<file path="src/sv/lpfu_pkg.sv">
// Shared types, register codes and widths for the LED pixel format unpacker.
package lpfu_pkg;

  localparam int BYTE_W  = 8;
  localparam int ADDR_W  = 10;
  localparam int IDX_W   = 11;
  localparam int SEG_W   = 7;
  localparam int SPAN_W  = 18;
  localparam int LED_W   = 17;
  localparam int FMT_W   = 3;
  localparam int KIND_W  = 2;
  localparam int PADDR_W = 5;
  localparam int PDATA_W = 32;

  localparam int MAX_LEDS_DEF    = 1024;
  localparam int MAX_SEGMENT_DEF = 64;
  localparam int QUEUE_DEPTH     = 4;

  typedef logic [FMT_W-1:0]  fmt_t;
  typedef logic [KIND_W-1:0] kind_t;
  typedef logic [2:0]        reg_idx_t;

  localparam fmt_t FMT_RGB  = 3'd0;
  localparam fmt_t FMT_BGR  = 3'd1;
  localparam fmt_t FMT_GRB  = 3'd2;
  localparam fmt_t FMT_RGBA = 3'd3;
  localparam fmt_t FMT_RGBW = 3'd4;

  localparam kind_t KIND_NONE   = 2'd0;
  localparam kind_t KIND_DIMMER = 2'd1;
  localparam kind_t KIND_WHITE  = 2'd2;

  localparam reg_idx_t REG_FORMAT  = 3'd0;
  localparam reg_idx_t REG_START   = 3'd1;
  localparam reg_idx_t REG_COUNT   = 3'd2;
  localparam reg_idx_t REG_SEGMENT = 3'd3;
  localparam reg_idx_t REG_TOTAL   = 3'd4;
  localparam reg_idx_t REG_KIND    = 3'd5;
  localparam reg_idx_t REG_DEFAULT = 3'd6;

  // Effective configuration as seen by the datapath.
  typedef struct packed {
    fmt_t              format;
    logic [IDX_W-1:0]  start_index;
    logic [IDX_W-1:0]  count;
    logic [SEG_W-1:0]  seg;
    logic [IDX_W-1:0]  total;
    kind_t             kind;
    logic [BYTE_W-1:0] dflt;
  } cfg_t;

  // One classified pixel waiting for its segment writes.
  typedef struct packed {
    logic [BYTE_W-1:0] red;
    logic [BYTE_W-1:0] green;
    logic [BYTE_W-1:0] blue;
    logic [BYTE_W-1:0] extra;
    logic [IDX_W-1:0]  base;
    logic [SPAN_W-1:0] span;
  } pix_t;

endpackage

</file>
<file path="src/sv/lpfu_regs.sv">
// Configuration register file with APB-style access and effective-value derivation.
module lpfu_regs
  import lpfu_pkg::*;
#(
  parameter int MAX_LEDS    = MAX_LEDS_DEF,
  parameter int MAX_SEGMENT = MAX_SEGMENT_DEF
) (
  input  logic               clk,
  input  logic               rst,
  input  logic               psel,
  input  logic               penable,
  input  logic               pwrite,
  input  logic [PADDR_W-1:0] paddr,
  input  logic [PDATA_W-1:0] pwdata,
  output logic [PDATA_W-1:0] prdata,
  output logic               pready,
  output cfg_t               cfg
);

  localparam logic [LED_W-1:0] LED_LIMIT = LED_W'(MAX_LEDS);
  localparam logic [SEG_W-1:0] SEG_LIMIT = SEG_W'(MAX_SEGMENT);

  fmt_t              pixel_format;
  logic [IDX_W-1:0]  start_index;
  logic [IDX_W-1:0]  pixel_count;
  logic [SEG_W-1:0]  segment_length;
  logic [IDX_W-1:0]  total_leds;
  kind_t             param_kind;
  logic [BYTE_W-1:0] param_default;

  reg_idx_t         reg_sel;
  logic             wr_en;
  logic [IDX_W-1:0] total_eff;
  logic [SEG_W-1:0] seg_nz;

  assign pready  = 1'b1;
  assign reg_sel = paddr[PADDR_W-1:2];
  assign wr_en   = psel && penable && pwrite;

  always_ff @(posedge clk) begin
    if (rst) begin
      pixel_format   <= FMT_RGB;
      start_index    <= '0;
      pixel_count    <= '0;
      segment_length <= SEG_W'(1);
      total_leds     <= IDX_W'(1024);
      param_kind     <= KIND_NONE;
      param_default  <= '0;
    end else if (wr_en) begin
      unique case (reg_sel)
        REG_FORMAT:  pixel_format   <= pwdata[FMT_W-1:0];
        REG_START:   start_index    <= pwdata[IDX_W-1:0];
        REG_COUNT:   pixel_count    <= pwdata[IDX_W-1:0];
        REG_SEGMENT: segment_length <= pwdata[SEG_W-1:0];
        REG_TOTAL:   total_leds     <= pwdata[IDX_W-1:0];
        REG_KIND:    param_kind     <= pwdata[KIND_W-1:0];
        REG_DEFAULT: param_default  <= pwdata[BYTE_W-1:0];
        default: ;
      endcase
    end
  end

  always_comb begin
    unique case (reg_sel)
      REG_FORMAT:  prdata = PDATA_W'(pixel_format);
      REG_START:   prdata = PDATA_W'(start_index);
      REG_COUNT:   prdata = PDATA_W'(pixel_count);
      REG_SEGMENT: prdata = PDATA_W'(segment_length);
      REG_TOTAL:   prdata = PDATA_W'(total_leds);
      REG_KIND:    prdata = PDATA_W'(param_kind);
      REG_DEFAULT: prdata = PDATA_W'(param_default);
      default:     prdata = '0;
    endcase
  end

  // Clip the LED total and segment length to the build limits.
  assign total_eff = (LED_W'(total_leds) > LED_LIMIT) ? LED_LIMIT[IDX_W-1:0] : total_leds;
  assign seg_nz    = (segment_length == '0) ? SEG_W'(1) : segment_length;

  always_comb begin
    cfg.format      = pixel_format;
    cfg.start_index = start_index;
    cfg.count       = (pixel_count == '0) ? total_eff : pixel_count;
    cfg.seg         = (seg_nz > SEG_LIMIT) ? SEG_LIMIT : seg_nz;
    cfg.total       = total_eff;
    cfg.kind        = param_kind;
    cfg.dflt        = param_default;
  end

endmodule

</file>
<file path="src/sv/lpfu_front.sv">
// Front end: gathers packet bytes into pixels and classifies them for the queue.
module lpfu_front
  import lpfu_pkg::*;
(
  input  logic              clk,
  input  logic              rst,
  input  logic              byte_valid,
  input  logic [BYTE_W-1:0] data_byte,
  input  logic              last_byte,
  output logic              byte_stall,
  input  cfg_t              cfg,
  input  logic              queue_full,
  output logic              push,
  output pix_t              entry
);

  logic [1:0]        byte_phase;
  logic [BYTE_W-1:0] held [3];
  logic [IDX_W-1:0]  pixel_number;
  logic [IDX_W-1:0]  base_address;

  logic              accept;
  logic              four;
  logic              complete;
  logic              use_byte;
  logic              fmt_ok;
  logic              n_ok;
  logic [BYTE_W-1:0] b2;

  assign byte_stall = queue_full;
  assign accept     = byte_valid && !queue_full;

  assign four     = (cfg.format == FMT_RGBA) || (cfg.format == FMT_RGBW);
  assign complete = four ? (byte_phase == 2'd3) : (byte_phase >= 2'd2);
  assign b2       = four ? held[2] : data_byte;
  assign use_byte = ((cfg.format == FMT_RGBA) && (cfg.kind == KIND_DIMMER)) ||
                    ((cfg.format == FMT_RGBW) && (cfg.kind == KIND_WHITE));
  assign fmt_ok   = cfg.format <= FMT_RGBW;
  assign n_ok     = pixel_number < cfg.count;
  assign push     = accept && complete && fmt_ok && n_ok;

  always_comb begin
    entry.red   = '0;
    entry.green = '0;
    entry.blue  = '0;
    case (cfg.format) inside
      FMT_BGR: begin
        entry.blue  = held[0];
        entry.green = held[1];
        entry.red   = b2;
      end
      FMT_GRB: begin
        entry.green = held[0];
        entry.red   = held[1];
        entry.blue  = b2;
      end
      FMT_RGB, FMT_RGBA, FMT_RGBW: begin
        entry.red   = held[0];
        entry.green = held[1];
        entry.blue  = b2;
      end
      default: ;
    endcase
    entry.extra = use_byte ? data_byte : cfg.dflt;
    entry.base  = base_address;
    // Offset of this pixel's first LED from the packet base.
    entry.span  = SPAN_W'(pixel_number) * SPAN_W'(cfg.seg);
  end

  always_ff @(posedge clk) begin
    if (rst) begin
      byte_phase   <= '0;
      pixel_number <= '0;
      base_address <= '0;
    end else if (accept) begin
      if ((byte_phase == '0) && (pixel_number == '0)) begin
        base_address <= cfg.start_index;
      end
      if (last_byte) begin
        byte_phase   <= '0;
        pixel_number <= '0;
      end else if (complete) begin
        byte_phase <= '0;
        if (pixel_number != '1) begin
          pixel_number <= pixel_number + IDX_W'(1);
        end
      end else begin
        byte_phase <= byte_phase + 2'd1;
      end
    end
  end

  always_ff @(posedge clk) begin
    if (accept && !complete) begin
      held[byte_phase] <= data_byte;
    end
  end

endmodule

</file>
<file path="src/sv/lpfu_queue.sv">
// Short pixel queue between the front end and the segment writer.
module lpfu_queue
  import lpfu_pkg::*;
#(
  parameter int DEPTH = QUEUE_DEPTH
) (
  input  logic clk,
  input  logic rst,
  input  logic push,
  input  pix_t wr_entry,
  input  logic pop,
  output pix_t rd_entry,
  output logic full,
  output logic empty
);

  localparam int PTR_W = (DEPTH > 1) ? $clog2(DEPTH) : 1;
  localparam int CNT_W = $clog2(DEPTH + 1);
  localparam logic [PTR_W-1:0] LAST_SLOT = PTR_W'(DEPTH - 1);
  localparam logic [CNT_W-1:0] FULL_CNT  = CNT_W'(DEPTH);

  pix_t             slots [DEPTH];
  logic [PTR_W-1:0] wr_ptr;
  logic [PTR_W-1:0] rd_ptr;
  logic [CNT_W-1:0] fill;
  logic             do_push;
  logic             do_pop;

  assign full     = fill == FULL_CNT;
  assign empty    = fill == '0;
  assign do_push  = push && !full;
  assign do_pop   = pop && !empty;
  assign rd_entry = slots[rd_ptr];

  always_ff @(posedge clk) begin
    if (rst) begin
      wr_ptr <= '0;
      rd_ptr <= '0;
      fill   <= '0;
    end else begin
      if (do_push) begin
        wr_ptr <= (wr_ptr == LAST_SLOT) ? '0 : wr_ptr + PTR_W'(1);
      end
      if (do_pop) begin
        rd_ptr <= (rd_ptr == LAST_SLOT) ? '0 : rd_ptr + PTR_W'(1);
      end
      if (do_push && !do_pop) begin
        fill <= fill + CNT_W'(1);
      end else if (do_pop && !do_push) begin
        fill <= fill - CNT_W'(1);
      end
    end
  end

  always_ff @(posedge clk) begin
    if (do_push) begin
      slots[wr_ptr] <= wr_entry;
    end
  end

endmodule

</file>
<file path="src/sv/lpfu_back.sv">
// Back end: checks each queued pixel against the LED total and writes its segment.
module lpfu_back
  import lpfu_pkg::*;
(
  input  logic              clk,
  input  logic              rst,
  input  cfg_t              cfg,
  input  pix_t              entry,
  input  logic              empty,
  output logic              pop,
  output logic              led_valid,
  input  logic              led_stall,
  output logic [ADDR_W-1:0] led_address,
  output logic [BYTE_W-1:0] red,
  output logic [BYTE_W-1:0] green,
  output logic [BYTE_W-1:0] blue,
  output logic [BYTE_W-1:0] extra_channel,
  output logic              last_copy
);

  logic              active;
  pix_t              cur;
  logic [ADDR_W-1:0] addr;
  logic [SEG_W-1:0]  copy;

  logic              slot_free;
  logic              emit;
  logic              final_copy;
  logic [SPAN_W-1:0] first_led;
  logic [SPAN_W-1:0] end_led;
  logic              fits;

  assign slot_free  = !led_valid || !led_stall;
  assign emit       = active && slot_free;
  assign final_copy = copy == (cfg.seg - SEG_W'(1));
  assign pop        = !empty && (!active || (emit && final_copy));

  assign first_led = SPAN_W'(entry.base) + entry.span;
  assign end_led   = first_led + SPAN_W'(cfg.seg);
  assign fits      = end_led <= SPAN_W'(cfg.total);

  always_ff @(posedge clk) begin
    if (rst) begin
      active    <= 1'b0;
      led_valid <= 1'b0;
    end else begin
      if (emit) begin
        led_valid <= 1'b1;
      end else if (!led_stall) begin
        led_valid <= 1'b0;
      end
      if (pop) begin
        active <= fits;
      end else if (emit && final_copy) begin
        active <= 1'b0;
      end
    end
  end

  always_ff @(posedge clk) begin
    if (emit) begin
      led_address   <= addr;
      red           <= cur.red;
      green         <= cur.green;
      blue          <= cur.blue;
      extra_channel <= cur.extra;
      last_copy     <= final_copy;
    end
    if (pop) begin
      cur  <= entry;
      addr <= first_led[ADDR_W-1:0];
      copy <= '0;
    end else if (emit) begin
      addr <= addr + ADDR_W'(1);
      copy <= copy + SEG_W'(1);
    end
  end

endmodule

</file>
<file path="src/sv/led_pixel_format_unpacker.sv">
// Top level of the LED pixel format unpacker.
// Takes a pixel packet one byte per transfer and gathers 3 bytes (rgb, bgr,
// grb) or 4 bytes (rgba, rgbw) into a pixel; pixel n of the packet is written
// to segment_length consecutive LED addresses starting at
// start_index + n * segment_length, one write per cycle while not stalled, with
// last_copy marking the final write of each pixel. A pixel is written only
// while n is below pixel_count (0 means the LED total) and its whole segment
// ends at or below total_leds; otherwise its bytes are still consumed. The
// fourth byte drives extra_channel only for rgba with the dimmer kind or
// rgbw with the white kind, else param_default appears there. The byte after
// last_byte starts a new packet; a trailing partial pixel is dropped.
// Rate: one byte is accepted every cycle while the 4-entry pixel queue has
// room; the segment writer emits one LED write per cycle while led_stall is
// low, and a pixel that fails the range check is popped without any write.
// Input stall rises only when the queue is full, which happens
// when the byte stream outpaces the segment writes (segment_length above the
// bytes per pixel) or the output side stalls. Write configuration only while
// no transfer is in flight.
module led_pixel_format_unpacker
  import lpfu_pkg::*;
#(
  parameter int MAX_LEDS    = MAX_LEDS_DEF,
  parameter int MAX_SEGMENT = MAX_SEGMENT_DEF
) (
  input  logic               clk,
  input  logic               rst,
  // configuration port
  input  logic               psel,
  input  logic               penable,
  input  logic               pwrite,
  input  logic [PADDR_W-1:0] paddr,
  input  logic [PDATA_W-1:0] pwdata,
  output logic [PDATA_W-1:0] prdata,
  output logic               pready,
  // packet byte stream
  input  logic               byte_valid,
  output logic               byte_stall,
  input  logic [BYTE_W-1:0]  data_byte,
  input  logic               last_byte,
  // LED write stream
  output logic               led_valid,
  input  logic               led_stall,
  output logic [ADDR_W-1:0]  led_address,
  output logic [BYTE_W-1:0]  red,
  output logic [BYTE_W-1:0]  green,
  output logic [BYTE_W-1:0]  blue,
  output logic [BYTE_W-1:0]  extra_channel,
  output logic               last_copy
);

  cfg_t cfg;
  pix_t push_entry;
  pix_t pop_entry;
  logic push;
  logic pop;
  logic queue_full;
  logic queue_empty;

  lpfu_regs #(
    .MAX_LEDS    (MAX_LEDS),
    .MAX_SEGMENT (MAX_SEGMENT)
  ) u_regs (
    .clk     (clk),
    .rst     (rst),
    .psel    (psel),
    .penable (penable),
    .pwrite  (pwrite),
    .paddr   (paddr),
    .pwdata  (pwdata),
    .prdata  (prdata),
    .pready  (pready),
    .cfg     (cfg)
  );

  // Classify each completed pixel; drop those past the count or of an
  // unknown format before they reach the queue.
  lpfu_front u_front (
    .clk        (clk),
    .rst        (rst),
    .byte_valid (byte_valid),
    .data_byte  (data_byte),
    .last_byte  (last_byte),
    .byte_stall (byte_stall),
    .cfg        (cfg),
    .queue_full (queue_full),
    .push       (push),
    .entry      (push_entry)
  );

  // Decouple byte intake from segment replication.
  lpfu_queue #(
    .DEPTH (QUEUE_DEPTH)
  ) u_queue (
    .clk      (clk),
    .rst      (rst),
    .push     (push),
    .wr_entry (push_entry),
    .pop      (pop),
    .rd_entry (pop_entry),
    .full     (queue_full),
    .empty    (queue_empty)
  );

  // Range-check against the LED total and emit the segment writes.
  lpfu_back u_back (
    .clk           (clk),
    .rst           (rst),
    .cfg           (cfg),
    .entry         (pop_entry),
    .empty         (queue_empty),
    .pop           (pop),
    .led_valid     (led_valid),
    .led_stall     (led_stall),
    .led_address   (led_address),
    .red           (red),
    .green         (green),
    .blue          (blue),
    .extra_channel (extra_channel),
    .last_copy     (last_copy)
  );

endmodule

</file>
<file path="config.mk">
export PLATFORM = sky130hd
export DESIGN_NAME = led_pixel_format_unpacker
export DESIGN_NICKNAME = d
export VERILOG_FILES = /design/src/sv/lpfu_pkg.sv /design/src/sv/lpfu_regs.sv /design/src/sv/lpfu_front.sv /design/src/sv/lpfu_queue.sv /design/src/sv/lpfu_back.sv /design/src/sv/led_pixel_format_unpacker.sv
export SDC_FILE = /design/constraint.sdc
export NUM_CORES = 1
export LEC_CHECK = 0
export ABC_CLOCK_PERIOD_IN_PS = 4800
export BUFFER_PORTS_ARGS = -buffer_cell sky130_fd_sc_hd__buf_2
export CAP_MARGIN = 20
export CELL_PAD_IN_SITES_DETAIL_PLACEMENT = 1
export CELL_PAD_IN_SITES_GLOBAL_PLACEMENT = 2
export CORE_MARGIN = 2
export CORE_UTILIZATION = 30
export CTS_CLUSTER_SIZE = 40
export DETAILED_ROUTE_END_ITERATION = 8
export PLACE_DENSITY = 0.63
export SYNTH_ARGS = -nofsm -noshare
export SYNTH_HDL_FRONTEND = slang
export SYNTH_SLANG_ARGS = --single-unit
export TNS_END_PERCENT = 5
</file>
<file path="constraint.sdc">
create_clock -name clk -period 4.8 [get_ports clk]
set_input_delay 0.24 -clock clk [delete_from_list [all_inputs] [get_ports clk]]
set_output_delay 0.24 -clock clk [all_outputs]
set_load 0.01 [all_outputs]
</file>
; ---- After elaboration in Yosys (flattened, before gate mapping)
; Memory sizes are Yosys's and may differ from the RTL's. A register that Yosys moved wholly into a read port is not among the register bits.
; Index checks and enable logic that the tools add are counted.
[classes]
addsub = 11
mul = 1
magnitude_cmp = 6
n_eq_ne = 19
muxes = 32
reduce_logical = 51
[ops]
columns = op, n
row1 = 11-bit one-hot mux with 7 select lines, 1
row2 = 24-bit two-way mux, 3
row3 = 11-bit two-way mux, 5
row4 = 11-bit zero test, 2
row5 = 10-bit two-way mux, 2
row6 = 11-bit by 18-bit adder with 18-bit output, 1
row7 = 18-bit by 7-bit adder with 18-bit output, 1
row8 = 18-bit by 11-bit less-or-equal comparator with 1-bit output, 1
row9 = 11-bit by 7-bit multiplier with 18-bit output, 1
row10 = 1-bit logical AND, 17
row11 = 8-bit two-way mux, 2
row12 = 2-bit AND reduction, 8
row13 = 3-bit == test (second input constant), 5
row14 = 7-bit two-way mux, 2
row15 = 3-bit by 2-bit == test with 1-bit output (second input constant), 4
row16 = 2-bit two-way mux, 6
row17 = 11-bit by 1-bit adder with 11-bit output (second input constant), 1
row18 = 11-bit > comparator (second input constant), 1
row19 = 11-bit < comparator, 1
row20 = 11-bit inequality test (second input constant), 1
row21 = 10-bit by 1-bit adder with 10-bit output (second input constant), 1
row22 = 2-bit nonzero test, 5
row23 = 3-bit zero test, 3
row24 = 1-bit two-way mux, 9
row25 = 20 further kinds, 37
[totals]
regBits = 178
ram_bits = 268
input_bits = 53
output_inout_bits = 78
word_cells = 149
memories = 2
[mem_list]
columns = memory, words, word_bits, rd, rd_clocked_by_memory_dff, write_ports, line
row1 = u_queue.slots, 4, 61, 1, 1, 1, lpfu_queue.sv:22  ; pix_t slots [DEPTH];
row2 = u_front.held, 3, 8, 3, 0, 1, lpfu_front.sv:18  ; logic [BYTE_W-1:0] held [3];

; ---- Logic depth before layout (Yosys ltp)
[logic_depth]
depth_word = 13
depth_mapped = 26
depth_no_buf = 23

; ---- Cells and area by module
; A second synthesis with hierarchy kept.
[hier_totals]
cells_unflattened = 1766
area_unflattened_um2 = 22838.2
[modules_own_cells]
columns = module, n_inst, cells_each, area_each_um2, seq_area_each_um2
row1 = lpfu_queue, 1, 369, 9280.2, 7507.2
row2 = lpfu_front, 1, 678, 5649.2, 1201.2
row3 = lpfu_back, 1, 402, 4909.7, 2732.6
row4 = lpfu_regs, 1, 317, 2999.1, 1061.0

; ---- Least setup slack after synthesis
; No wires, ideal clock.
[synth_path]
kind = register to register
start = register (tool-made name)
end = register u_back.active
setup_ns = 0.084
arrival_ns = 5.101
required_ns = 4.716
path_slack_ns = -0.385
stages_incl_launch_ff = 25
path_buffers = 3
period_less_slack_ns = 5.185
cell_sequence = dfxtp_1 > buf_6 > clkbuf_1 > buf_1 > mux4_2 > ha_1 > inv_1 > fa_1 > nand2b_1 > a21oi_1 > nand2b_1 > a21o_1 > xor2_1 > ha_1 > o21ai_0 > a21oi_1 > o211ai_1 > and4b_4 > xnor2_1 > ha_1 > nor2_1 > a41oi_1 > a211oi_1 > o211ai_1 > o31ai_2
[synth_lines]
columns = element, line
row1 = end signal: assignment, lpfu_back.sv:53  ; active <= fits;
row2 = end: declaration, lpfu_back.sv:21  ; logic active;

==> results.py <==
metrics = {
    "status": {
        "status": "complete, no violations",
    },
    "routing": {
        "ant_nets": 0,
        "drtIter0Drc": 707,
        "avgViaCountPerCell": 4.86,
        "post_drt_wl_per_cell_um": 20.9,
        "via_count": 14428,
        "first_pass_iters": 5,
        "routed_wl_um": 62100,
        "drc": 0,
    },
    "synthesis": {
        "muxShareOfSynthArea_pct": 9.80,
        "synth_top_area_share_pct": 48.2,
        "synth_ff_type": "edfxtp_1",
        "ys_warn_count": 0,
        "synth.distinct_cells": 79,
        "synth_area_leaders": "edfxtp_1, dfxtp_1, mux4_2",
        "yosysTopAreaCell": "edfxtp_1",
        "synth_top_family_by_area": "simple AND/OR/NAND/NOR gates",
        "synth-edff-count": 353,
        "synth_cells": 1700,
        "synth_xor_area_share_pct": 2.29,
        "synth_fa_ha_area_share_pct": 9.40,
        "synthSimpleGateAreaFrac_pct": 10.2,
        "synth_compound_area_share_pct": 7.84,
        "syn_avg_cell_area_sq_um": 12.9,
        "netlist_area_sq_mm": 0.0220,
        "async_reset_ff_share_pct": 0,
        "yosysSeqAreaShare_pct": 56.9,
        "synth.most_common_cell": "edfxtp_1",
        "synth_common_cells": "edfxtp_1, nand2_1, nor2_1",
        "ys_ff_latch": 448,
    },
    "final_layout": {
        "stdcell_area_sq_mm": 0.0273,
        "area_growth_pct": 24.4,
        "drive_above_1_share_pct": 26.5,
        "fin_cells": 2970,
        "fin_nets": 2160,
    },
    "floorplanning": {
        "die_w_um": 275,
        "die_h_um": 275,
        "initial_utilization_pct": 30.2,
        "io_pins": 131,
        "num_rows": 99,
        "die_area_sq_mm": 0.0755,
        "design.core.area_sq_mm": 0.0727,
    },
    "clock_tree": {
        "clkLatencyLatePin_ns": 0.63,
        "numClockSinks": 448,
        "clk_pin_slew_ns": 0.06,
        "cts_buffer_depth": 3,
        "cts_tree": "built",
        "cts_root_buf": "clkbuf_16",
        "cts_inserted_buffers": 52,
        "cts_max_level": 2,
    },
    "sta": {
        "fmax_mhz": 215,
        "worstMarginPinSlew_ns": 1.05,
        "rsz0062_at_grt": "yes",
        "finalMaxSlewViolations": 0,
        "fin_crit_sh_pct": 97.1,
        "hold_violations": 0,
        "relSlewSlack_pct": 29.9,
        "setup_viol": 0,
        "finClkSkew_ns": 0.0479,
        "min_period_ns": 4.66,
    },
    "power_and_ir_drop": {
        "power_leakage_nw": 10.3,
        "p_per_area_mw_per_mm2": 459,
        "ir_drop_mv": 0.369,
    },
    "place": {
        "port_buffers": 85,
        "place_hpwl_um": 44700,
        "dp.cells": 2827,
        "place_area_sq_mm": 0.0246,
        "gp_congestion": 0.811,
    },
    "worst_hold_path": {
        "min_path_type": "in -> reg",
    },
    "critical_path": {
        "path_class": "reg -> reg",
        "crit_arrival_ns": 4.98,
        "crit_path_start_kind": "flop",
        "cp_max_fo": 8,
        "setup.worst_path.end_class": "flop",
        "worstPathRequired_ns": 5.12,
    },
    "global_routing": {
        "grt_pass1_wl_um": 94200,
        "grt_pass1_vias": 15444,
        "antenna_found_initial": 0,
        "grtUsageTotal_pct": 16.5,
        "grt_max_degree": 62,
        "grt-ovfl-total": 0,
    },
    "flow_run": {
        "cap_violations": 0,
    },
}
-- report_power, final --
| part | internal [mW] | total (mW) | switching [mW] | leakage (nW) |
|---|---|---|---|---|
| registers | 4.67 | 4.85 | 0.180 | 4.17 |
| clock network | 2.34 | 3.97 | 1.64 | 0.820 |
| logic | 1.83 | 3.74 | 1.91 | 5.31 |
| total | 8.84 | 12.6 | 3.72 | 10.3 |
-- cells by family (layout without fill, tap and decap cells) --
kind of cell | after synthesis | in the layout
compound gates | 270 | 270
xor+xnor | 56 | 56
fa+ha+maj | 137 | 137
buf+inv | 183 | 472
flops | 448 | 448
mux | 134 | 134
other cells | 2 | 23
simple gates | 470 | 471
-- cell usage in the layout, fill, tap and decap left out, types with 27 or more instances in the layout --
cell type,count
fa_1,46
edfxtp_1,353
dfxtp_1,91
ha_1,72
mux2i_1,51
a21oi_1,83
mux4_2,59
nand2_1,168
and2_1,52
clkbuf_16,52
nand3_1,27
nor2_1,101
buf_4,164
buf_2,85
inv_1,75
o21ai_0,63
-- path summary, 6_finish.rpt --
path | end | slack, ns | startpoint | cells after the start
worst max-delay path | u_queue.slots[1][17] | 0.14 | u_regs.segment_length[6] | 17
worst min register to register | u_back.blue[7] | 0.41 | u_back.cur[44] | 0
worst min-delay path | u_front.byte_phase[1] | 0.09 | last_byte | 4
worst max register to register | u_queue.slots[1][17] | 0.14 | u_regs.segment_length[6] | 17
-- state kept, by name, summed over array words and instances, names as in the netlist, 10 cells and up, named ones only --
name and count:
u_front.held 24, u_front.base_address 11, u_front.pixel_number 11, u_regs.total_leds 11
u_back.led_address 10, u_back.addr 10, u_back.cur 32, u_queue.slots 244
u_regs.start_index 11, u_regs.pixel_count 11
-- worst max-delay path: stages (launching register included) --
cell	delay (ns)
dfxtp_4	0.46
nor2b_4	0.09
and2_4	0.17
fa_1	0.54
inv_2	0.04
fa_1	0.54
inv_2	0.04
fa_1	0.49
inv_1	0.05
fa_1	0.49
inv_2	0.05
ha_4	0.21
a21o_1	0.18
a21oi_2	0.18
o211ai_1	0.14
and3_1	0.21
a221o_1	0.35
xnor2_2	0.16
-- area by class of cell --
cell class | count | area [sq um]
well taps | 959 | 1200
fillers | 7670 | 45400
multi-input cells | 1090 | 9350
clock buffers | 70 | 1410
repair buffers | 292 | 2240
inverters | 86 | 323
diodes | 1 | 2.50
clock inverters | 24 | 312
flip-flops and latches | 448 | 12500
-- routing by layer --
metal  GRT usage [%]  up-vias  share of wire (%)
li1                -     6709                  -
met1            23.0     7376                 47
met2            26.8      262                 47
met3            2.15       81                3.9
met4            4.63        0                2.4
met5               0        -                  0
-- repair_timing --
item,in CTS,in global routing
gates resized for setup,76,44
cloned,0,1
endpoints found under the setup margin,21,18
pin swaps,41,56
endpoints found under the hold margin,62,4
hold buffers,19,1
setup buffers,17,14
-- through the flow --
stage                     TNS [ns]  utilization, %  setup WS (ns)  hold slack, ns  total power, mW
after floorplan              -1.07               -         -0.135           0.339             6.77
after global placement       -3.49            33.8         -0.249           0.403             8.07
after CTS                        0            37.1        0.00340          0.0685             12.5
final                            0            37.6          0.141          0.0917             12.6
after global routing        -0.356            37.6        -0.0984           0.114             13.2
after detailed placement     -4.37            33.8         -0.298           0.406             8.14
Note: power is estimated with default switching activity, not from simulation.
